[config.mk]
export PLATFORM = sky130hd
export DESIGN_NAME = uer_csr
export DESIGN_NICKNAME = d
export VERILOG_FILES = /design/src/rtl/core/uer_pkg.sv /design/src/rtl/core/uer_csr.sv
export SDC_FILE = /design/constraint.sdc
export NUM_CORES = 1
export LEC_CHECK = 0
export ABC_AREA = 1
export BUFFER_PORTS_ARGS = -buffer_cell sky130_fd_sc_hd__buf_2
export CORE_ASPECT_RATIO = 0.9
export CORE_UTILIZATION = 51
export CTS_CLUSTER_SIZE = 30
export DETAILED_ROUTE_END_ITERATION = 8
export HOLD_SLACK_MARGIN = 0.12
export PLACE_DENSITY_LB_ADDON = 0.05
export RECOVER_POWER = 100
export SYNTH_ARGS = -nofsm -noshare
export SYNTH_HDL_FRONTEND = slang
export SYNTH_SLANG_ARGS = --single-unit
[constraint.sdc]
create_clock -name clock -period 2.1 [get_ports clock]
set_input_delay 0.21 -clock clock [delete_from_list [all_inputs] [get_ports clock]]
set_output_delay 0.21 -clock clock [all_outputs]
set_load 0.02 [all_outputs]
[src/rtl/core/uer_pkg.sv]
// Package for the ultrasonic echo ranger.
// Field widths, register indexes, reset values and the structs passed between stages.
// No dependencies.
`default_nettype none

package uer_pkg;

   localparam int TRIG_W     = 8;
   localparam int TMO_W      = 20;
   localparam int GAP_W      = 16;
   localparam int CNT_W      = 21;
   localparam int IDX_W      = 3;
   localparam int SUM_W      = 24;
   localparam int DIST_W     = 25;
   localparam int SUM17_W    = 29;
   localparam int RECIP_W    = SUM17_W + 1;
   localparam int CSR_IDX_W  = 2;
   localparam int CSR_DATA_W = 20;

   localparam int unsigned TICK_SCALE = 17;

   localparam logic [CSR_IDX_W-1:0] REG_TRIGGER_TICKS      = 2'd0;
   localparam logic [CSR_IDX_W-1:0] REG_ECHO_TIMEOUT_TICKS = 2'd1;
   localparam logic [CSR_IDX_W-1:0] REG_GAP_TICKS          = 2'd2;

   localparam logic [TRIG_W-1:0] TRIGGER_TICKS_RST      = 8'd1;
   localparam logic [TMO_W-1:0]  ECHO_TIMEOUT_TICKS_RST = 20'd1000000;
   localparam logic [GAP_W-1:0]  GAP_TICKS_RST          = 16'd6000;

   typedef struct packed {
      logic [TRIG_W-1:0] trigger_ticks;
      logic [TMO_W-1:0]  echo_timeout_ticks;
      logic [GAP_W-1:0]  gap_ticks;
   } uer_cfg_type;

   typedef struct packed {
      logic             trigger;
      logic             busy;
      logic             done;
      logic [SUM_W-1:0] sum;
   } uer_mid_type;

endpackage

`default_nettype wire

[src/rtl/core/uer_csr.sv]
// Configuration registers of the echo ranger.
// Depends on uer_pkg.
`default_nettype none

module uer_csr (
   input  wire logic                           clock,
   input  wire logic                           reset,
   input  wire logic                           csr_wr_en,
   input  wire logic [uer_pkg::CSR_IDX_W-1:0]  csr_index,
   input  wire logic [uer_pkg::CSR_DATA_W-1:0] csr_wdata,
   output uer_pkg::uer_cfg_type                cfg
);
   import uer_pkg::*;

   uer_cfg_type cfg_ff;

   always_ff @(posedge clock) begin
      if (reset) begin
         cfg_ff.trigger_ticks      <= TRIGGER_TICKS_RST;
         cfg_ff.echo_timeout_ticks <= ECHO_TIMEOUT_TICKS_RST;
         cfg_ff.gap_ticks          <= GAP_TICKS_RST;
      end else if (csr_wr_en) begin
         case (csr_index)
            REG_TRIGGER_TICKS:      cfg_ff.trigger_ticks      <= csr_wdata[TRIG_W-1:0];
            REG_ECHO_TIMEOUT_TICKS: cfg_ff.echo_timeout_ticks <= csr_wdata[TMO_W-1:0];
            REG_GAP_TICKS:          cfg_ff.gap_ticks          <= csr_wdata[GAP_W-1:0];
            default: begin
            end
         endcase
      end
   end

   assign cfg = cfg_ff;

endmodule

`default_nettype wire

==> results.py <==
metrics = {
    "timing": {
        "min_period_over_period": 0.716,
        "maxSlewHeadroom": 0.380,
        "setup_viol": 0,
        "fin_tns_setup_ps": 0,
        "timing.hold.ws_ps": 137,
        "finalHoldViolCount": 0,
        "finClkSkew_ps": 0,
        "fmax_mhz": 665,
        "fin_crit_ps": 1500,
        "worstMarginPinSlew_ps": 928,
        "rsz0062_at_grt": "no",
        "slew_violations": 0,
    },
    "drt": {
        "via_per_inst": 4.58,
        "wl_met1_mm": 1.97,
        "remaining_drc_errors": 0,
        "dr_total_vias": 1682,
        "wirelength_mm": 3.95,
        "drt-initial-drc-count": 90,
        "top_layer": "met4",
        "wl_met3_um": 223,
        "dr.pass1.iters": 4,
        "post_drt_wl_per_cell_um": 10.8,
        "ant_nets": 0,
        "route.met2.wl_mm": 1.73,
    },
    "power": {
        "clkPwrFrac": 0.298,
        "power_frac_comb": 0.155,
        "netSwitchingPower_w": 0.000458,
        "p_sw_frac": 0.279,
        "p_leak_nw": 1.12,
        "power_frac_seq": 0.547,
        "ir_worst_vdd_mv": 0.518,
        "powerDensity_nw_per_um2": 757,
        "intPower_w": 0.00118,
    },
    "global_route": {
        "grt-ovfl-total": 0,
        "grt_pass1_wl_mm": 6.33,
        "antenna_found_initial": 0,
        "first_global_vias": 1450,
        "grt_max_degree": 34,
        "grtUsageTotal": 0.229,
    },
    "yosys": {
        "avgSynthCellArea_um2": 6.89,
        "synth.ff_latch_count": 44,
        "syn_inst": 257,
        "synth_area_um2": 1770,
        "seq_area_frac_synth": 0.497,
        "ys_warn_count": 0,
        "post_synth_num_cell_types": 15,
        "synth_fp_nets": 282,
    },
    "final_layout": {
        "area_growth_pct": 22.5,
        "num-fill-cells": 328,
        "post-route-util": 0.681,
        "largest_reg_flops": 44,
        "n_antenna_cell": 0,
        "nets": 350,
        "layout_commonest_cell": "nand2_1",
        "seq_area_um2": 881,
        "multi_input_area_um2": 697,
        "drive_gt1_frac": 0.102,
        "stdcell_area_um2": 2170,
        "mostFrequentLayoutCells": "nand2_1 (75), nor2_1 (52), clkbuf_1 (47)",
    },
    "clock_tree": {
        "clock_path_buffers": 2,
        "cts_resized": 0,
        "cts_htree_levels": 2,
        "cts_tree": "built",
        "numCtsBuffers": 5,
        "clkSinkCount": 44,
        "cts_setup_buffers": 0,
        "insertion_delay_ps": 290,
        "clk_pin_slew_ps": 80,
        "root_buffer": "clkbuf_8",
    },
    "die": {
        "start_util": 0.556,
        "core_area_um2": 3190,
        "die_y_um": 57.9,
        "rows": 19,
        "boundaryPins": 69,
        "dieWidth_um": 64.1,
        "dieArea_um2": 3710,
    },
    "critical_path": {
        "critPathRequiredTime_ps": 2290,
        "path_class": "input pin to register",
        "crit_arrival_ps": 1690,
        "r2r_cells": 4,
        "cp-end-kind": "register",
        "r2r_start": "cfg[31]$_SDFFE_PP0P_",
        "crit_path_start_kind": "input pin",
        "startpoint": "csr_index[0]",
        "worstPathMaxFanout": 25,
    },
    "place": {
        "place_congestion": 0.823,
        "dp_hpwl_mm": 2.74,
        "placed_area_um2": 2120,
        "port_buffers": 68,
    },
    "hold_path": {
        "holdCritPathClass": "input pin to register",
        "hold_start": "csr_wdata[14]",
        "hold_depth": 3,
    },
    "flow_run": {
        "drv_cap": 0,
    },
    "outcome": {
        "status": "complete, no violations",
    },
}
metrics by stage:
stage / setup WS (ps) / std cells / total power (W)
final: 596 / 367 / 0.00164
after global routing: 441 / 367 / 0.00172
after CTS: 931 / 367 / 0.00167
after detailed placement: 621 / 356 / 0.00118
after global placement: 648 / 356 / 0.00118
after floorplan: 1100 / 257 / 0.00109
synthesized netlist by cell type:
library cell,number,share of area
nand3_2,2,0.011
inv_1,30,0.064
buf_2,4,0.011
nand3_1,23,0.065
clkinv_1,1,0.0021
inv_2,1,0.0021
nor2_4,1,0.0064
buf_1,2,0.0042
dfxtp_1,44,0.50
buf_4,3,0.013
nand2_1,75,0.16
nor2_1,52,0.11
nand4_1,7,0.025
a21oi_1,7,0.020
clkbuf_1,5,0.011
critical path, stage by stage:
cell and delay [ps]:
clkbuf_1 140, inv_1 230, nand3_1 700, nor2_1 330, nor2_1 70
per-layer routing:
layer / global-route usage / up-vias
met2: 0.368 / 48
met1: 0.287 / 718
met4: 0.0952 / 0
li1: - / 914
met3: 0.0728 / 2
met5: 0 / -
logic make-up after synthesis:
kind of cell / after synthesis / share of synthesized area
buf+inv: 46 / 0.107
flops: 44 / 0.497
compound gates: 7 / 0.0198
simple gates: 160 / 0.376
layout make-up:
class / count / area share
clock buffers: 6 / 0.0334
clock inverters: 1 / 0.00231
inverters: 32 / 0.0553
multi-input cells: 167 / 0.321
flip-flops and latches: 44 / 0.406
well taps: 42 / 0.0242
repair buffers: 75 / 0.158
final timing paths:
path	end	slack (ps)
max	cfg[7]$_SDFFE_PP0P_	600
min	cfg[30]$_SDFFE_PP1P_	140
max reg2reg	cfg[31]$_SDFFE_PP0P_	1420
min reg2reg	cfg[6]$_SDFFE_PP1P_	460
power by group through the flow:
stage	registers (W)	logic (W)	clock network, W
6_report	0.000899	0.000254	0.000490
5_1_grt	0.000904	0.000285	0.000536
4_1_cts	0.000898	0.000268	0.000505
3_5_place_dp	0.000918	0.000261	0
3_3_place_gp	0.000916	0.000259	0
2_1_floorplan	0.000972	0.000114	0
timing repair:
action,in CTS,in global routing
hold buffers,4,0
endpoints found under the hold margin,4,0
setup endpoints to repair,0,0
(Power assumes the default switching activity.)
