===== src/rtl/core/uer_pkg.sv =====
// Package for the ultrasonic echo ranger.
// Field widths, register indexes, reset values and the structs passed between stages.
// No dependencies.
`default_nettype none

package uer_pkg;

   localparam int TRIG_W     = 8;
   localparam int TMO_W      = 20;
   localparam int GAP_W      = 16;
   localparam int CNT_W      = 21;
   localparam int IDX_W      = 3;
   localparam int SUM_W      = 24;
   localparam int DIST_W     = 25;
   localparam int SUM17_W    = 29;
   localparam int RECIP_W    = SUM17_W + 1;
   localparam int CSR_IDX_W  = 2;
   localparam int CSR_DATA_W = 20;

   localparam int unsigned TICK_SCALE = 17;

   localparam logic [CSR_IDX_W-1:0] REG_TRIGGER_TICKS      = 2'd0;
   localparam logic [CSR_IDX_W-1:0] REG_ECHO_TIMEOUT_TICKS = 2'd1;
   localparam logic [CSR_IDX_W-1:0] REG_GAP_TICKS          = 2'd2;

   localparam logic [TRIG_W-1:0] TRIGGER_TICKS_RST      = 8'd1;
   localparam logic [TMO_W-1:0]  ECHO_TIMEOUT_TICKS_RST = 20'd1000000;
   localparam logic [GAP_W-1:0]  GAP_TICKS_RST          = 16'd6000;

   typedef struct packed {
      logic [TRIG_W-1:0] trigger_ticks;
      logic [TMO_W-1:0]  echo_timeout_ticks;
      logic [GAP_W-1:0]  gap_ticks;
   } uer_cfg_type;

   typedef struct packed {
      logic             trigger;
      logic             busy;
      logic             done;
      logic [SUM_W-1:0] sum;
   } uer_mid_type;

endpackage

`default_nettype wire


===== src/rtl/core/uer_ctrl.sv =====
// Input register and per-tick measurement sequencer of the echo ranger.
// Produces one stage word per tick: trigger, busy, done and the running sum.
// Depends on uer_pkg.
`default_nettype none

module uer_ctrl #(
   parameter int unsigned SAMPLES = 5
) (
   input  wire logic           clock,
   input  wire logic           reset,
   input  wire logic           req_valid,
   output logic                req_stall,
   input  wire logic           req_start_req,
   input  wire logic           req_echo,
   input  wire uer_pkg::uer_cfg_type cfg,
   input  wire logic           mid_ready,
   output logic                mid_valid,
   output uer_pkg::uer_mid_type mid
);
   import uer_pkg::*;

   localparam logic [2:0] PH_IDLE  = 3'd0;
   localparam logic [2:0] PH_TRIG  = 3'd1;
   localparam logic [2:0] PH_WAIT  = 3'd2;
   localparam logic [2:0] PH_COUNT = 3'd3;
   localparam logic [2:0] PH_GAP   = 3'd4;

   localparam logic [IDX_W:0] SAMPLE_COUNT = (IDX_W + 1)'(SAMPLES);

   logic             in_valid_ff;
   logic             in_start_ff;
   logic             in_echo_ff;
   logic             mid_valid_ff;
   uer_mid_type      mid_ff;
   uer_mid_type      mid_in;
   logic [2:0]       phase_ff, phase_in;
   logic [CNT_W-1:0] cnt_ff, cnt_in;
   logic [IDX_W-1:0] idx_ff, idx_in;
   logic [SUM_W-1:0] sum_ff, sum_in;
   logic [CNT_W-1:0] cnt_inc;
   logic [CNT_W-1:0] meas_cnt;
   logic             meas_end;
   logic             gap_end;
   logic             trig;
   logic             done;
   logic             mid_free;
   logic             in_free;
   logic             step;

   assign mid_free  = !mid_valid_ff || mid_ready;
   assign in_free   = !in_valid_ff || mid_free;
   assign req_stall = !in_free;
   assign step      = in_valid_ff && mid_free;

   always_comb begin
      phase_in = phase_ff;
      cnt_in   = cnt_ff;
      idx_in   = idx_ff;
      sum_in   = sum_ff;
      trig     = 1'b0;
      done     = 1'b0;
      meas_end = 1'b0;
      meas_cnt = '0;
      gap_end  = 1'b0;

      if (phase_in == PH_IDLE && in_start_ff) begin
         phase_in = PH_TRIG;
         cnt_in   = '0;
         idx_in   = '0;
         sum_in   = '0;
      end

      cnt_inc = cnt_in + CNT_W'(1);

      case (phase_in)
         PH_IDLE: begin
         end
         PH_TRIG: begin
            trig = 1'b1;
            if (cnt_inc >= CNT_W'(cfg.trigger_ticks)) begin
               phase_in = PH_WAIT;
               cnt_in   = '0;
            end else begin
               cnt_in = cnt_inc;
            end
         end
         PH_WAIT: begin
            if (in_echo_ff) begin
               phase_in = PH_COUNT;
               cnt_in   = CNT_W'(1);
               if (cfg.echo_timeout_ticks == '0) begin
                  meas_end = 1'b1;
                  meas_cnt = CNT_W'(1);
               end
            end
         end
         PH_COUNT: begin
            if (in_echo_ff) begin
               if (cnt_inc > CNT_W'(cfg.echo_timeout_ticks)) begin
                  meas_end = 1'b1;
                  meas_cnt = cnt_inc;
               end else begin
                  cnt_in = cnt_inc;
               end
            end else begin
               meas_end = 1'b1;
               meas_cnt = cnt_in;
            end
         end
         PH_GAP: begin
            if (cnt_inc >= CNT_W'(cfg.gap_ticks)) begin
               gap_end = 1'b1;
            end else begin
               cnt_in = cnt_inc;
            end
         end
         default: begin
            phase_in = PH_IDLE;
            cnt_in   = '0;
         end
      endcase

      if (meas_end) begin
         sum_in   = sum_in + SUM_W'(meas_cnt);
         cnt_in   = '0;
         phase_in = PH_GAP;
         if (cfg.gap_ticks == '0) begin
            gap_end = 1'b1;
         end
      end

      if (gap_end) begin
         cnt_in = '0;
         if ({1'b0, idx_in} + (IDX_W + 1)'(1) >= SAMPLE_COUNT) begin
            done     = 1'b1;
            phase_in = PH_IDLE;
         end else begin
            idx_in   = idx_in + IDX_W'(1);
            phase_in = PH_TRIG;
         end
      end

      mid_in.trigger = trig;
      mid_in.busy    = (phase_in != PH_IDLE);
      mid_in.done    = done;
      mid_in.sum     = sum_in;
   end

   always_ff @(posedge clock) begin
      if (reset) begin
         in_valid_ff  <= 1'b0;
         mid_valid_ff <= 1'b0;
         phase_ff     <= PH_IDLE;
         cnt_ff       <= '0;
         idx_ff       <= '0;
         sum_ff       <= '0;
      end else begin
         if (in_free) begin
            in_valid_ff <= req_valid;
         end
         if (mid_free) begin
            mid_valid_ff <= in_valid_ff;
         end
         if (step) begin
            phase_ff <= phase_in;
            cnt_ff   <= cnt_in;
            idx_ff   <= idx_in;
            sum_ff   <= sum_in;
         end
      end
   end

   always_ff @(posedge clock) begin
      if (in_free && req_valid) begin
         in_start_ff <= req_start_req;
         in_echo_ff  <= req_echo;
      end
      if (step) begin
         mid_ff <= mid_in;
      end
   end

   assign mid_valid = mid_valid_ff;
   assign mid       = mid_ff;

`ifndef ASSERT_OFF
   a_done_idle: assert property (@(posedge clock) disable iff (reset)
      mid_valid_ff && mid_ff.done |-> !mid_ff.busy)
      else $error("done word reports busy");

   a_trig_busy: assert property (@(posedge clock) disable iff (reset)
      mid_valid_ff && mid_ff.trigger |-> mid_ff.busy)
      else $error("trigger driven while not busy");

   a_idle_cnt: assert property (@(posedge clock) disable iff (reset)
      phase_ff == PH_IDLE |-> cnt_ff == '0)
      else $error("tick count not cleared in idle");

   a_idx_range: assert property (@(posedge clock) disable iff (reset)
      {1'b0, idx_ff} < SAMPLE_COUNT)
      else $error("sample index beyond sample count");
`endif

endmodule

`default_nettype wire


===== config.mk =====
export PLATFORM = sky130hd
export DESIGN_NAME = uer_ctrl
export DESIGN_NICKNAME = d
export VERILOG_FILES = /design/src/rtl/core/uer_pkg.sv /design/src/rtl/core/uer_ctrl.sv
export SDC_FILE = /design/constraint.sdc
export NUM_CORES = 1
export LEC_CHECK = 0
export BUFFER_PORTS_ARGS = -buffer_cell sky130_fd_sc_hd__buf_2
export CAP_MARGIN = 20
export CORE_AREA = 4 4 197 103
export DETAILED_ROUTE_END_ITERATION = 8
export DIE_AREA = 0 0 201 107
export PLACE_DENSITY_LB_ADDON = 0.1
export REMOVE_ABC_BUFFERS = 1
export SYNTH_ARGS = -nofsm -noshare
export SYNTH_HDL_FRONTEND = slang
export SYNTH_SLANG_ARGS = --single-unit

===== constraint.sdc =====
create_clock -name clock -period 6.72 [get_ports clock]
set_input_delay 0.672 -clock clock [delete_from_list [all_inputs] [get_ports clock]]
set_output_delay 0.672 -clock clock [all_outputs]
set_load 0.01 [all_outputs]

==> run_results.csv <==
group,metric,value,unit
global_route,grt_max_degree,41,
sta,final.min_clock_period,6.350,ns
synth,synth-edff-count,29,
sta,finalCritPeriodShare,94.50,%
clock_tree,cts_buffer_depth,2,
hold_path,min_delay_path_depth,2,
floorplanning,initial_core_util,38.90,%
routing,wl_per_cell,17.01,microns
synth,syn_area_per_cell,7.861,sq um
floorplanning,die_height,107,microns
layout,post-route-util,46.68,%
worst_setup_path,cp-start-kind,"flop",
routing,first_pass_iters,5,
sta,hold_violations,0,
worst_setup_path,rr_endpoint,"mid[18]",
floorplanning,coreArea,18350,sq um
global_route,grt_overflow_total,0,
place,dp.cells,1253,
hold_path,min_path_type,"reg2reg",
global_route,grt_pass1_wl,34980,microns
clock_tree,clk_latency,0.34,ns
power_and_ir_drop,vdd_ir_drop_max,128.0,uV
synth,yosysMostFrequentCell,"nor2_1",
synth,synth.yosys.seq_area_share,27.06,%
sta,setup_violations,0,
synth,synthDominantCellAreaShare,14.86,%
layout,nets,1143,
layout,antenna_cells,0,
worst_setup_path,worstPathArrival,6.44,ns
sta,worstMarginPinSlew,1.096,ns
run,cap_violations,0,
power_and_ir_drop,p_leak,3.724,nW
synth,synth_seq_cells,82,
sta,finalSetupTns,0,ns
routing,vias_per_cell,5.465,
layout,post_route_cells_drive_above_1_share,21.14,%
sta,maxSlewViolCount,0,
power_and_ir_drop,powerDensity,139.8,nW/um^2
clock_tree,numClockSinks,82,
routing,num_vias,6946,
worst_setup_path,cp.required,6.81,ns
synth,ys_types,76,
place,dp_hpwl,16810,microns
worst_setup_path,reg2reg_slack,0.37,ns
clock_tree,cts_buffers,9,
worst_setup_path,r2r-start,"in_start_ff",
clock_tree,cts.reportedPaths.clkPinSlew,0.06,ns
routing,drtIter0Drc,479,
worst_setup_path,reg2reg_depth,27,
floorplanning,dieArea,21510,sq um
synth,syn-instance-count,908,
floorplanning,die-width,201,microns
synth,synthArstFlopShare,0,%
synth,synth.largest_area_cell,"dfxtp_1",
global_route,grt_pass1_vias,6696,
sta,fin_hold_ws,0.4599,ns
hold_path,hp-start,"sum_ff[17]",
place,io_buffers,78,
worst_setup_path,crit_start,"in_start_ff",
hold_path,whs_endpoint,"sum_ff[17]",
routing,route.detailed.drc,0,
synth,yosys_warnings,0,
synth,netlist_top_cells_area,"dfxtp_1 (15%), edfxtp_1 (12%), ha_1 (12%), nor2_1 (5.9%), nand2_1 (4.9%)",
synth,ys.flop_type,"dfxtp_1",
layout,layout.cells.non_filler,1271,
clock_tree,root_buffer,"clkbuf_16",
floorplanning,rows,35,
sta,slew_headroom,26.51,%
clock_tree,cts_tree,"yes",
routing,drtAntennaViolNets,0,
worst_setup_path,crit_type,"reg2reg",
clock_tree,htree_num_levels,3,
global_route,antenna_found_initial,0,
sta,clock_skew,0.01372,ns
floorplanning,ioPinCount,79,
routing,totalWireLength,21630,microns
layout,area_growth,20.00,%
sta,fmax,157.5,MHz
status,outcome,"finished clean",
synth,synth_common_cells,"nor2_1 (113), nand2_1 (94), inv_1 (77), ha_1 (66), dfxtp_1 (53)",
worst_setup_path,crit_path_max_fanout,9,
global_route,track_usage,19.91,%
synth,synth_area,7138,sq um
place,gp_congestion,0.9151,
worst_setup_path,endpoint_kind,"flop",
## state kept, by name (all words and copies together) (netlist names)
signal       cells
phase_ff         3
mid             27
in_echo_ff       1
in_valid_ff      1
sum_ff          24
mid_valid        1
cnt_ff          21
in_start_ff      1
idx_ff           3
## power breakdown
part | switching (mW) | internal [mW]
clock network | 0.208 | 0.289
logic | 0.101 | 0.0611
registers | 0.00786 | 0.530
total | 0.317 | 0.880
## worst max-delay path, stage by stage (launching register included)
cell and delay, ns:
edfxtp_1 0.39, buf_4 0.15, nor4b_2 0.16, or4_4 0.63
nor2_1 0.25, nand2_1 0.15, xor2_2 0.27, ha_1 0.31
and4_1 0.23, and4_1 0.22, o2111ai_1 0.16, o311ai_2 0.15
buf_4 0.17, nand3_1 0.09, ha_1 0.14, a21oi_1 0.06
o21ai_1 0.19, ha_1 0.19, inv_1 0.05, fa_1 0.38
nand2b_1 0.20, a2111oi_2 0.32, buf_4 0.19, nor3_4 0.05
nor4_2 0.31, o21a_1 0.19, o311ai_0 0.18, mux2_2 0.31
## area by class of cell
class,instances,area (sq um)
Fill cell,1844,9783
Clock buffer,12,236.5
Inverter,77,289.0
Timing Repair Buffer,154,960.9
Multi-Input combinational cell,702,4795
Sequential cell,82,1932
Tap cell,240,300.3
Clock inverter,4,52.55
## through the flow
stage | setup WS (ns) | power (mW) | cell area [sq um]
2_1_floorplan | -1.744 | 0.6360 | 6917
3_3_place_gp | 0.2567 | 0.7081 | 8188
3_5_place_dp | 0.1104 | 0.7103 | 8188
4_1_cts | 0.06971 | 1.211 | 8477
5_1_grt | -0.001252 | 1.250 | 8566
6_report | 0.3698 | 1.198 | 8566
## cells in the final DEF, fill, tap and decap left out, drive strengths merged, types with 13 or more instances in the layout
cell / Yosys / routed
and2: 22 / 22
nand4: 19 / 19
dfxtp: 53 / 53
nand2: 94 / 94
xor2: 16 / 16
nand3: 18 / 18
nor4: 14 / 14
a21oi: 50 / 50
inv: 77 / 77
nor3: 26 / 26
ha: 66 / 66
xnor2: 33 / 33
nor2: 113 / 113
edfxtp: 29 / 29
o21ai: 42 / 42
o21a: 13 / 13
buf: 20 / 154
## what timing repair did
action / CTS / global route
endpoints found under the setup margin: 0 / 24
hold buffers: 0 / 0
resized for setup: 0 / 19
setup buffers: 0 / 2
## worst max path at each step
stage / to / slack (ns) / cells past startpoint
after global routing: mid[18] / -0.001 / 27
final: mid[18] / 0.37 / 27
after detailed placement: mid[18] / 0.11 / 29
after CTS: sum_ff[22] / 0.07 / 33
after floorplan: sum_ff[23] / -1.74 / 14
after global placement: mid[18] / 0.26 / 29
## layer usage
metal  part of all wire [%]  up-vias  global-route usage (%)  routed length (microns)
met4                   0.91        0                   3.876                      197
met3                    5.4       15                   2.539                     1177
met5                      0        -                       0                        0
met1                     51     3245                   29.06                    10950
li1                       -     3482                       -                        -
met2                     43      204                   31.72                     9304
## kinds of logic (layout without fill, tap and decap cells)
group / after synthesis / after routing / synth area share [%]
and+or+nand+nor: 371 / 371 / 25.96
AOI/OAI and AO/OA: 197 / 197 / 19.23
buffers and inverters: 124 / 247 / 7.152
DFF: 82 / 82 / 27.06
adders and majority gates: 67 / 67 / 11.85
xor gates and xnor gates: 49 / 49 / 6.012
muxes: 18 / 18 / 2.734
Power figures use the tool's default switching activity.
