## src/rtl/core/uer_pkg.sv

```systemverilog
// Package for the ultrasonic echo ranger.
// Field widths, register indexes, reset values and the structs passed between stages.
// No dependencies.
`default_nettype none

package uer_pkg;

   localparam int TRIG_W     = 8;
   localparam int TMO_W      = 20;
   localparam int GAP_W      = 16;
   localparam int CNT_W      = 21;
   localparam int IDX_W      = 3;
   localparam int SUM_W      = 24;
   localparam int DIST_W     = 25;
   localparam int SUM17_W    = 29;
   localparam int RECIP_W    = SUM17_W + 1;
   localparam int CSR_IDX_W  = 2;
   localparam int CSR_DATA_W = 20;

   localparam int unsigned TICK_SCALE = 17;

   localparam logic [CSR_IDX_W-1:0] REG_TRIGGER_TICKS      = 2'd0;
   localparam logic [CSR_IDX_W-1:0] REG_ECHO_TIMEOUT_TICKS = 2'd1;
   localparam logic [CSR_IDX_W-1:0] REG_GAP_TICKS          = 2'd2;

   localparam logic [TRIG_W-1:0] TRIGGER_TICKS_RST      = 8'd1;
   localparam logic [TMO_W-1:0]  ECHO_TIMEOUT_TICKS_RST = 20'd1000000;
   localparam logic [GAP_W-1:0]  GAP_TICKS_RST          = 16'd6000;

   typedef struct packed {
      logic [TRIG_W-1:0] trigger_ticks;
      logic [TMO_W-1:0]  echo_timeout_ticks;
      logic [GAP_W-1:0]  gap_ticks;
   } uer_cfg_type;

   typedef struct packed {
      logic             trigger;
      logic             busy;
      logic             done;
      logic [SUM_W-1:0] sum;
   } uer_mid_type;

endpackage

`default_nettype wire

```

## src/rtl/core/uer_scale.sv

```systemverilog
// Averaging stage and result register of the echo ranger.
// Scales the tick sum to centi-cm by a constant reciprocal multiply; holds the distance.
// Depends on uer_pkg.
`default_nettype none

module uer_scale #(
   parameter int unsigned SAMPLES = 5
) (
   input  wire logic                        clock,
   input  wire logic                        reset,
   input  wire logic                        mid_valid,
   input  wire uer_pkg::uer_mid_type        mid,
   output logic                             mid_ready,
   output logic                             rsp_valid,
   input  wire logic                        rsp_stall,
   output logic                             rsp_trigger,
   output logic                             rsp_busy_res,
   output logic                             rsp_done_res,
   output logic [uer_pkg::DIST_W-1:0]       rsp_distance_centi_cm
);
   import uer_pkg::*;

   localparam int SHIFT  = SUM17_W + $clog2(SAMPLES);
   localparam logic [RECIP_W-1:0] RECIP =
      RECIP_W'(((64'd1 << SHIFT) + 64'(SAMPLES) - 64'd1) / 64'(SAMPLES));
   localparam int KMUL_W = RECIP_W + 5;
   localparam logic [KMUL_W-1:0] KMUL = KMUL_W'(64'(RECIP) * 64'(TICK_SCALE));
   localparam int PROD_W = SUM_W + KMUL_W;

   logic              out_valid_ff;
   logic              out_trigger_ff;
   logic              out_busy_ff;
   logic              out_done_ff;
   logic [DIST_W-1:0] dist_ff;
   logic [PROD_W-1:0] prod;
   logic [DIST_W-1:0] dist_in;
   logic              out_free;
   logic              load;

   assign out_free  = !out_valid_ff || !rsp_stall;
   assign mid_ready = out_free;
   assign load      = out_free && mid_valid;

   assign prod    = PROD_W'(mid.sum) * PROD_W'(KMUL);
   assign dist_in = prod[SHIFT +: DIST_W];

   always_ff @(posedge clock) begin
      if (reset) begin
         out_valid_ff <= 1'b0;
         dist_ff      <= '0;
      end else begin
         if (out_free) begin
            out_valid_ff <= mid_valid;
         end
         if (load && mid.done) begin
            dist_ff <= dist_in;
         end
      end
   end

   always_ff @(posedge clock) begin
      if (load) begin
         out_trigger_ff <= mid.trigger;
         out_busy_ff    <= mid.busy;
         out_done_ff    <= mid.done;
      end
   end

   assign rsp_valid             = out_valid_ff;
   assign rsp_trigger           = out_trigger_ff;
   assign rsp_busy_res          = out_busy_ff;
   assign rsp_done_res          = out_done_ff;
   assign rsp_distance_centi_cm = dist_ff;

`ifndef ASSERT_OFF
   a_dist_hold: assert property (@(posedge clock) disable iff (reset)
      !(load && mid.done) |=> $stable(dist_ff))
      else $error("distance changed without a done word");
`endif

endmodule

`default_nettype wire

```

## config.mk

```make
export PLATFORM = sky130hd
export DESIGN_NAME = uer_scale
export DESIGN_NICKNAME = d
export VERILOG_FILES = /design/src/rtl/core/uer_pkg.sv /design/src/rtl/core/uer_scale.sv
export SDC_FILE = /design/constraint.sdc
export NUM_CORES = 1
export LEC_CHECK = 0
export BUFFER_PORTS_ARGS = -buffer_cell sky130_fd_sc_hd__buf_4
export CORE_UTILIZATION = 50
export CTS_CLUSTER_SIZE = 40
export DETAILED_ROUTE_END_ITERATION = 12
export HOLD_SLACK_MARGIN = 0.15
export PLACE_DENSITY = 0.77
export SKIP_CTS_REPAIR_TIMING = 1
export SLEW_MARGIN = 25
export SYNTH_ARGS = -nofsm -noshare
export SYNTH_HDL_FRONTEND = slang
export SYNTH_SLANG_ARGS = --single-unit
```

## constraint.sdc

```tcl
create_clock -name clock -period 21.6 [get_ports clock]
set_input_delay 4.32 -clock clock [delete_from_list [all_inputs] [get_ports clock]]
set_output_delay 4.32 -clock clock [all_outputs]
set_load 0.01 [all_outputs]
```

==> results of run 1 <==
## cells by family after synthesis
kind of cell	after synthesis
buf+inv	380
flops	29
fa+ha+maj	478
xor+xnor	27
simple gates	155
compound gates	163
## per-layer routing
| metal | share of wire [%] | track usage (%) |
|---|---|---|
| met5 | 0 | 0 |
| met2 | 48 | 42.4 |
| met1 | 43 | 33.9 |
| met3 | 4.9 | 4.15 |
| met4 | 3.5 | 8.12 |
## synthesized netlist by cell type, types with 11 or more instances
cell type  instances  share of area [%]
fa_1             250                 42
clkbuf_1          11               0.34
nand2_1           58                1.8
dfxtp_1           26                4.3
nand3_1           17               0.71
o21ai_0           24                1.0
inv_1            366                 11
xor2_1            11               0.80
a21oi_1           57                2.4
ha_1             228                 24
a21o_1            29                1.8
nor2_1            23               0.72
xnor2_1           16                1.2
## worst max path at each step
stage / from / to / slack [ns] / cells after the start
global placement: mid[0] / rsp_distance_centi_cm[5]$_SDFFE_PP0P_ / 10.64 / 22
floorplan: mid[13] / rsp_distance_centi_cm[24]$_SDFFE_PP0P_ / 11.48 / 22
CTS: mid[0] / rsp_distance_centi_cm[5]$_SDFFE_PP0P_ / 10.84 / 22
global route: mid[0] / rsp_distance_centi_cm[5]$_SDFFE_PP0P_ / 10.47 / 22
finish: mid[0] / rsp_distance_centi_cm[15]$_SDFFE_PP0P_ / 10.77 / 21
detailed placement: mid[0] / rsp_distance_centi_cm[5]$_SDFFE_PP0P_ / 10.57 / 22
## worst max-delay path: cells and delay by family
family,cells,cell delay (ns)
compound gates,6,1.50
xor+xnor,1,0.18
fa+ha+maj,8,3.90
buf+inv,5,0.52
simple gates,1,0.55
## sequential cells by signal (all words and copies together), names as in the netlist
| register | flops |
|---|---|
| rsp_busy_res | 1 |
| rsp_distance_centi_cm | 25 |
| rsp_done_res | 1 |
| rsp_trigger | 1 |
| rsp_valid | 1 |
## metrics by stage
step | setup slack (ns) | cells | instance area [um^2] | util [%]
final | 10.77 | 1605 | 12900 | 55.0
after floorplan | 11.48 | 1232 | 12000 | -
after CTS | 10.84 | 1605 | 12900 | 55.0
after global placement | 10.64 | 1597 | 12800 | 54.4
after detailed placement | 10.57 | 1597 | 12800 | 54.4
after global routing | 10.47 | 1605 | 12900 | 55.0
## area by class of cell
type	count	area, um^2	area share [%]
Clock inverter	2	10.0	0.0775
Timing Repair Buffer	60	450	3.49
Clock buffer	6	129	0.998
Tap cell	319	399	3.09
Inverter	366	1370	10.6
Multi-Input combinational cell	823	9940	77.0
Sequential cell	29	611	4.73
==> metrics.md, run 1 <==
| Metric | Value |
|---|---|
| Ports | between 60 and 70 |
| Most frequent CP cell | fa_1 |
| Worst min-delay path category | reg -> reg |
| Minimum clock period after layout | 10.83 ns |
| Flop2flop setup slack | 19.53 ns |
| Clk_lat worst skew | 0.27 ns |
| Initial Util | between 50% and 60% |
| Hold Path End | rsp_distance_centi_cm[3]$_SDFFE_PP0P_ |
| Post-synthesis cell count | 1232 |
| Synth Area in Compound Gates | 8.89% |
| Clock buffer depth | 2 |
| Worst path arrival time | ~11 ns |
| TNS Setup | 0 ns |
| Die X | ~160 um |
| Fill cells | roughly 2100 |
| Final HPWL DP | 26.3 mm |
| Final period util | 50.1% |
| R2R Path Start | rsp_valid$_SDFFE_PP0N_ |
| First-pass GRT wire length | 47.6 mm |
| CP endpoint kind | flop |
| WP data required | 21.75 ns |
| Multiplexer share of the synthesized area | 0% |
| EDFF count, synth | 3 |
| Seq cells post-synth | 29 |
| Synthesized area | approximately 12000 um^2 |
| Area delta synth->final | 7.80% |
| Largest net degree at the start of global routing | 34 |
| Via count | 8538 |
| Async SR Flop Fraction | 0% |
| Synth cell types | 60 |
| Via density | 5.32 |
| IO buf count | 60 |
| Most common cell after layout, fill and taps aside | inv_1 |
| Ant. Diodes | 0 |
| CP Class | in -> reg |
| Critical Path Source Type | input pin |
| HP Start | rsp_distance_centi_cm[3]$_SDFFE_PP0P_ |
| Hold Path Stages | 2 |
| Worst-Margin Slew | 0.888 ns |
| Grt ovf | 0 |
| Post-Synth Simple-Gate Area | 6.55% |
| Final hold vios | 0 |
| Die height | ~160 um |
| H-tree Lvls | 2 |
| Reg clk slew, reported paths | around 0.050 ns |
| Reg2Reg Depth | 6 |
| Mapped Nets | 1741 |
| Num rows | between 50 and 60 |
| Cell Chain, Critical Path | buf_4, ha_1, inv_1, fa_1, inv_1, fa_1, inv_1, fa_1, fa_1, inv_1, fa_1, fa_1, ha_1, a21oi_1, a211oi_1, o311a_1, or3_2, a21oi_1, o21ai_0, xnor2_1, o21ai_0 |
| Drt pass-1 iters | 7 |
| Root Buffer | clkbuf_16 |
| Crit-path slowest cell | fa_1 |
| Final setup violation count | 0 |
| Hold Slack | 0.449 ns |
| Vias in the first global route | between 9000 and 10000 |
| Slowest cell delay on critical path | 0.67 ns |
| GPL Wtd Cong | 0.988 |
| Avg Inst Size Synth | 9.73 um^2 |
| DRC viols | 0 |
| Adder-cell share of the synthesized area | 65.6% |
| Critical Path Fanout Max | 6 |
| Die footprint | 24600 um^2 |
| Slew margin rel. | around two fifths |
| Average wire per standard cell | 18.0 um |
| Main combinational cell family by area after synthesis | adder cells |
| Core ar. | 23500 um^2 |
| Post-synthesis sequential area ratio | under 10% |
| Commonest non-fill, non-tap cells in the layout | 366 x inv_1, 250 x fa_1, 228 x ha_1 |
| Slew Viols, Final | 0 |
| Fraction of layout cells with a size suffix above 1 | roughly 6.1% |
| Antenna violations before repair | 0 |
| Status | completed |
| Worst Skew | 0.00389 ns |
| DR iter-0 viols | 522 |
| Fmax | 0.0923 GHz |
| RSZ-0062 raised after global routing | no |
| Final nets | 1794 |
| Synthesis warning total | 0 |
| CTS Sinks | 29 |
| Max-cap viol count | 0 |
| Antenna Nets Post-Route | 0 |
| Worst reg2reg path endpoint | rsp_distance_centi_cm[16]$_SDFFE_PP0P_ |
| Synth Area in XOR/XNOR | around 2% |
| CTS tree | done |
| CTS buffer count | 5 |
| Main synth FF type | dfxtp_1 |
| Routed WL | 28.9 mm |
| GRT Total Usage | about a quarter |
Power of run 1 is not shown: default switching activity piles up to over one toggle a cycle in this logic, so the estimate is an artifact.
==> run 2: changes to the inputs <==
--- a/config.mk
+++ b/config.mk
@@ -10,7 +10,7 @@
 export CTS_CLUSTER_SIZE = 40
 export DETAILED_ROUTE_END_ITERATION = 12
 export HOLD_SLACK_MARGIN = 0.15
-export PLACE_DENSITY = 0.77
+export PLACE_DENSITY = 0.8
 export SKIP_CTS_REPAIR_TIMING = 1
 export SLEW_MARGIN = 25
 export SYNTH_ARGS = -nofsm -noshare
==> constraint.sdc (replaced) <==
create_clock -name clock -period 9.49 [get_ports clock]
set_input_delay 1.898 -clock clock [delete_from_list [all_inputs] [get_ports clock]]
set_output_delay 1.898 -clock clock [all_outputs]
set_load 0.01 [all_outputs]
==> run 2 against run 1 <==
Cell area increased by 0.21%. Sequential share of layout area barely moved. Highest routed layer unchanged. First-iteration DRC count is 37% higher. Count of clock-buffer cells in the layout fell by 1. Register-to-register slack lost 12 ns. Utilization increased by 0.12 points. Via count up 0.39%. Routed wire length decreased by 0.29%. Setup slack worse by 9.6 ns. Critical path depth increased by 1. Largest cell class unchanged. Critical endpoint is now rsp_distance_centi_cm[17]$_SDFFE_PP0P_. Final cell count unchanged.
==> metrics.md, run 2 (synthesis gave the netlist of run 1 again) <==
| Metric | Value |
|---|---|
| Initial Util | 51.0% |
| Area delta synth->final | 8.03% |
| CP Class | in -> reg |
| First-pass GRT wire length | ~47 mm |
| Final nets | 1794 |
| Fraction of layout cells with a size suffix above 1 | 6.14% |
| Worst path arrival time | 8.47 ns |
| CTS Sinks | 29 |
| Average wire per standard cell | 18.0 um |
| Max-cap viol count | 0 |
| Ports | 61 |
| IO buf count | 60 |
| Die height | 157 um |
| RSZ-0062 raised after global routing | no |
| H-tree Lvls | 2 |
| Slew margin rel. | 38.8% |
| DR iter-0 viols | a little over 700 |
| Core ar. | ~23000 um^2 |
| Flop2flop setup slack | 7.50 ns |
| WP data required | 9.60 ns |
| Num rows | 56 |
| Die X | 157 um |
| Worst reg2reg path endpoint | rsp_distance_centi_cm[16]$_SDFFE_PP0P_ |
| CTS tree | done |
| Grt ovf | 0 |
| Status | completed |
| Critical Path Fanout Max | 9 |
| Routed WL | 28.8 mm |
| Ant. Diodes | 0 |
| Most common cell after layout, fill and taps aside | inv_1 |
| Worst-Margin Slew | between 0.9 and 1 ns |
| CP startpoint | mid[9] |
| Slew Viols, Final | 0 |
| Antenna Nets Post-Route | 0 |
| Vias in the first global route | 9104 |
| GRT Total Usage | 25.0% |
| Root Buffer | clkbuf_16 |
| Reg clk slew, reported paths | 0.05 ns |
| Via density | between 5 and 6 |
| Largest net degree at the start of global routing | 34 |
| DRC viols | 0 |
| Final HPWL DP | 26.1 mm |
| Worst min-delay path category | reg -> reg |
| Final setup violation count | 0 |
| Minimum clock period after layout | between 8 and 9 ns |
| Critical Path Source Type | input pin |
| Drt pass-1 iters | 5 |
| Fill cells | 2018 |
| Antenna violations before repair | 0 |
| CP endpoint | rsp_distance_centi_cm[17]$_SDFFE_PP0P_ |
| Clk_lat worst skew | 0.27 ns |
| Die footprint | 24600 um^2 |
| R2R Path Start | rsp_valid$_SDFFE_PP0N_ |
| Reg2Reg Depth | 6 |
| Max reg flops | 25 |
| GPL Wtd Cong | 1.11 |
| Hold Path Stages | 2 |
| CP endpoint kind | flop |
| Clock buffer depth | 2 |
| CTS buffer count | 5 |
| Commonest non-fill, non-tap cells in the layout | 366 x inv_1, 250 x fa_1, 228 x ha_1 |
| Fmax | 0.120 GHz |
| Final hold vios | 0 |
| Worst Skew | 0.00568 ns |
| TNS Setup | 0 ns |
| Via count | 8571 |
| Final period util | 88.1% |
==> run 2: cell count changes in the layout (fill, tap and decap cells not counted) <==
| cell | previous run | this run |
|---|---|---|
| clkinv_2 | 2 | 0 |
| clkbuf_1 | 1 | 0 |
| clkinvlp_4 | 0 | 1 |
| bufinv_16 | 0 | 1 |
| clkinv_1 | 0 | 1 |
==> run 2: critical path, stage by stage <==
cell and delay [ns]:
buf_4 0.16, ha_1 0.39, fa_1 0.63, inv_1 0.08, fa_1 0.51, inv_1 0.07, fa_1 0.70, fa_1 0.50
inv_1 0.09, fa_1 0.43, fa_1 0.49, inv_1 0.04, ha_1 0.41, a21o_1 0.21, a21o_1 0.18, a221oi_1 0.43
nor2_1 0.12, a211oi_1 0.48, nand2_1 0.17, o21ai_0 0.22, xor2_1 0.19, a211oi_1 0.09
==> run 2: worst min path at each step <==
stage / endpoint / from
4_1_cts: rsp_distance_centi_cm[14]$_SDFFE_PP0P_ / rsp_distance_centi_cm[14]$_SDFFE_PP0P_
6_report: rsp_distance_centi_cm[14]$_SDFFE_PP0P_ / rsp_distance_centi_cm[14]$_SDFFE_PP0P_
3_5_place_dp: rsp_distance_centi_cm[10]$_SDFFE_PP0P_ / rsp_distance_centi_cm[10]$_SDFFE_PP0P_
2_1_floorplan: rsp_distance_centi_cm[10]$_SDFFE_PP0P_ / rsp_distance_centi_cm[10]$_SDFFE_PP0P_
3_3_place_gp: rsp_distance_centi_cm[2]$_SDFFE_PP0P_ / rsp_distance_centi_cm[2]$_SDFFE_PP0P_
5_1_grt: rsp_distance_centi_cm[14]$_SDFFE_PP0P_ / rsp_distance_centi_cm[14]$_SDFFE_PP0P_
==> run 2: final cells by class <==
cell class,count,area [um^2],share of cell area (%)
flip-flops and latches,29,611,4.72
inverters,366,1370,10.6
well taps,319,399,3.08
clock buffers,5,125,0.967
repair buffers,60,450,3.48
multi-input cells,823,9940,76.8
clock inverters,3,41.3,0.319
==> run 2: metrics by stage <==
step	hold slack [ns]	std cells	setup WS (ns)	util [%]	area (um^2)
finish	0.451	1605	1.13	55.1	12900
global route	0.463	1605	0.802	55.1	12900
CTS	0.451	1605	1.22	55.1	12900
detailed placement	0.446	1597	0.988	54.4	12800
global placement	0.442	1597	1.04	54.4	12800
floorplan	0.476	1232	1.79	-	12000
==> run 2: routing by layer <==
metal	vias up	GRT usage (%)	routed length, um
li1	3972	-	-
met1	4295	35.6	12400
met2	270	42.1	14100
met3	34	2.46	1920
met4	0	3.83	447
met5	-	0	0
Power of run 2 is left out for the same reason.
==> run 3: changes to the inputs <==
--- a/config.mk
+++ b/config.mk
@@ -6,11 +6,11 @@
 export NUM_CORES = 1
 export LEC_CHECK = 0
 export BUFFER_PORTS_ARGS = -buffer_cell sky130_fd_sc_hd__buf_4
-export CORE_UTILIZATION = 50
+export CORE_UTILIZATION = 45
 export CTS_CLUSTER_SIZE = 40
 export DETAILED_ROUTE_END_ITERATION = 12
 export HOLD_SLACK_MARGIN = 0.15
-export PLACE_DENSITY = 0.8
+export PLACE_DENSITY = 0.74
 export SKIP_CTS_REPAIR_TIMING = 1
 export SLEW_MARGIN = 25
 export SYNTH_ARGS = -nofsm -noshare
==> run 3 against run 2 <==
Via count shrank 0.28%. Sequential share of layout area about the same. Utilization down 5.5 points. Cell area barely moved. Routed wire length up 1.3%. Register-to-register slack improved by 0.02 ns. Largest cell class unchanged.
==> metrics.md, run 3 (synthesis gave the netlist of run 1 again) <==
| Metric | Value |
|---|---|
| CTS Sinks | 29 |
| Die X | 165 um |
| Slew Viols, Final | 0 |
| GPL Wtd Cong | 1.06 |
| Crit-path slowest cell | fa_1 |
| Slowest cell delay on critical path | ~0.65 ns |
| Die footprint | 27300 um^2 |
| Worst-Margin Slew | between 0.9 and 1 ns |
| CTS tree | done |
| CTS buffer count | 5 |
| Final hold vios | 0 |
| Fraction of layout cells with a size suffix above 1 | 6.14% |
| Num rows | 59 |
| CP Class | in -> reg |
| Ports | 61 |
| Worst min-delay path category | reg -> reg |
| Reg clk slew, reported paths | 0.05 ns |
| Average wire per standard cell | 18.0 um |
| Routed WL | 29.2 mm |
| Max reg flops | 25 |
| WP data required | 9.70 ns |
| RSZ-0062 raised after global routing | no |
| Root Buffer | clkbuf_16 |
| Slew margin rel. | 39.3% |
| Final nets | 1794 |
| GRT Total Usage | between 20% and 30% |
| Vias in the first global route | approximately 9000 |
| Largest net degree at the start of global routing | 34 |
| Cell Chain, Critical Path | buf_4, ha_1, inv_1, fa_1, inv_1, fa_1, inv_1, fa_1, fa_1, inv_1, fa_1, fa_1, ha_1, a21oi_1, o211ai_1, a31oi_1, o211ai_1, a211oi_1, o21ai_0, xor2_1, nand2_1, a21oi_1 |
| CP endpoint kind | flop |
| Status | completed |
| Critical Path Fanout Max | 6 |
| Antenna violations before repair | 0 |
| Minimum clock period after layout | 8.41 ns |
| Final period util | about nine tenths |
| TNS Setup | 0 ns |
| Antenna Nets Post-Route | 0 |
| Initial Util | a little under half |
| Drt pass-1 iters | 5 |
| Top cell family by delay on the critical path | adder cells |
| Clock buffer depth | 2 |
| Via density | 5.27 |
| Worst Path Buf+Inv | 5 |
| Max-cap viol count | 0 |
| IO buf count | 60 |
| Die height | 165 um |
| Worst path arrival time | 8.62 ns |
| DR iter-0 viols | 524 |
| Ant. Diodes | 0 |
| Worst Skew | ~0.0011 ns |
| Commonest non-fill, non-tap cells in the layout | 366 x inv_1, 250 x fa_1, 228 x ha_1 |
| Fmax | approximately 0.12 GHz |
| Critical Path Source Type | input pin |
| H-tree Lvls | 2 |
| Most frequent CP cell | fa_1 |
| Final setup violation count | 0 |
| Final HPWL DP | between 20 and 30 mm |
| DRC viols | 0 |
| Most common cell after layout, fill and taps aside | inv_1 |
| Via count | 8547 |
| Clk_lat worst skew | approximately 0.27 ns |
| First-pass GRT wire length | 47.4 mm |
| Core ar. | between 20000 and 30000 um^2 |
| Area delta synth->final | 7.97% |
| Grt ovf | 0 |
-- run 3: changes by cell type in the layout (fill, tap and decap cells not counted), sizes merged --
cell,delta
bufinv,-1
clkbuf,+1
clkinv,+1
clkinvlp,-1
-- run 3: worst paths after layout --
path	cells past startpoint	start	slack [ns]	endpoint
setup / recovery	22	mid[0]	1.08	rsp_distance_centi_cm[5]$_SDFFE_PP0P_
hold / removal	2	rsp_distance_centi_cm[14]$_SDFFE_PP0P_	0.45	rsp_distance_centi_cm[14]$_SDFFE_PP0P_
setup reg to reg	5	rsp_valid$_SDFFE_PP0N_	7.52	rsp_distance_centi_cm[0]$_SDFFE_PP0P_
hold reg to reg	2	rsp_distance_centi_cm[14]$_SDFFE_PP0P_	0.45	rsp_distance_centi_cm[14]$_SDFFE_PP0P_
-- run 3: stage by stage --
stage / util [%] / instances / hold WS [ns] / instance area, um^2 / worst slack [ns]
after floorplan: - / 1232 / 0.476 / 12000 / 1.79
after global placement: 49.1 / 1613 / 0.442 / 12800 / 1.02
after detailed placement: 49.1 / 1613 / 0.443 / 12800 / 0.933
after CTS: 49.6 / 1621 / 0.452 / 12900 / 1.21
after global routing: 49.6 / 1621 / 0.465 / 12900 / 0.795
final: 49.6 / 1621 / 0.448 / 12900 / 1.08
-- run 3: final cells by class --
cell class / instances / area (um^2)
fill: 2390 / 13100
multi-input combinational: 823 / 9940
inverter: 366 / 1370
sequential: 29 / 611
timing repair buffer: 60 / 450
tap: 335 / 419
clock buffer: 6 / 129
clock inverter: 2 / 10.0
-- run 3: worst min-delay path: stages, from the launching register on --
cell,delay [ns]
dfxtp_1,0.30
nand2_1,0.05
a21oi_1,0.05
-- run 3: per-layer routing --
layer  part of all wire (%)  track usage [%]  up-vias  routed length [um]
met2                     47             37.5      268               13600
li1                       -                -     3974                   -
met3                    6.1             3.20       46                1780
met1                     44             32.4     4259               13000
met5                      0                0        -                   0
met4                    3.0             5.67        0                 875
Power of run 3 is left out for the same reason.
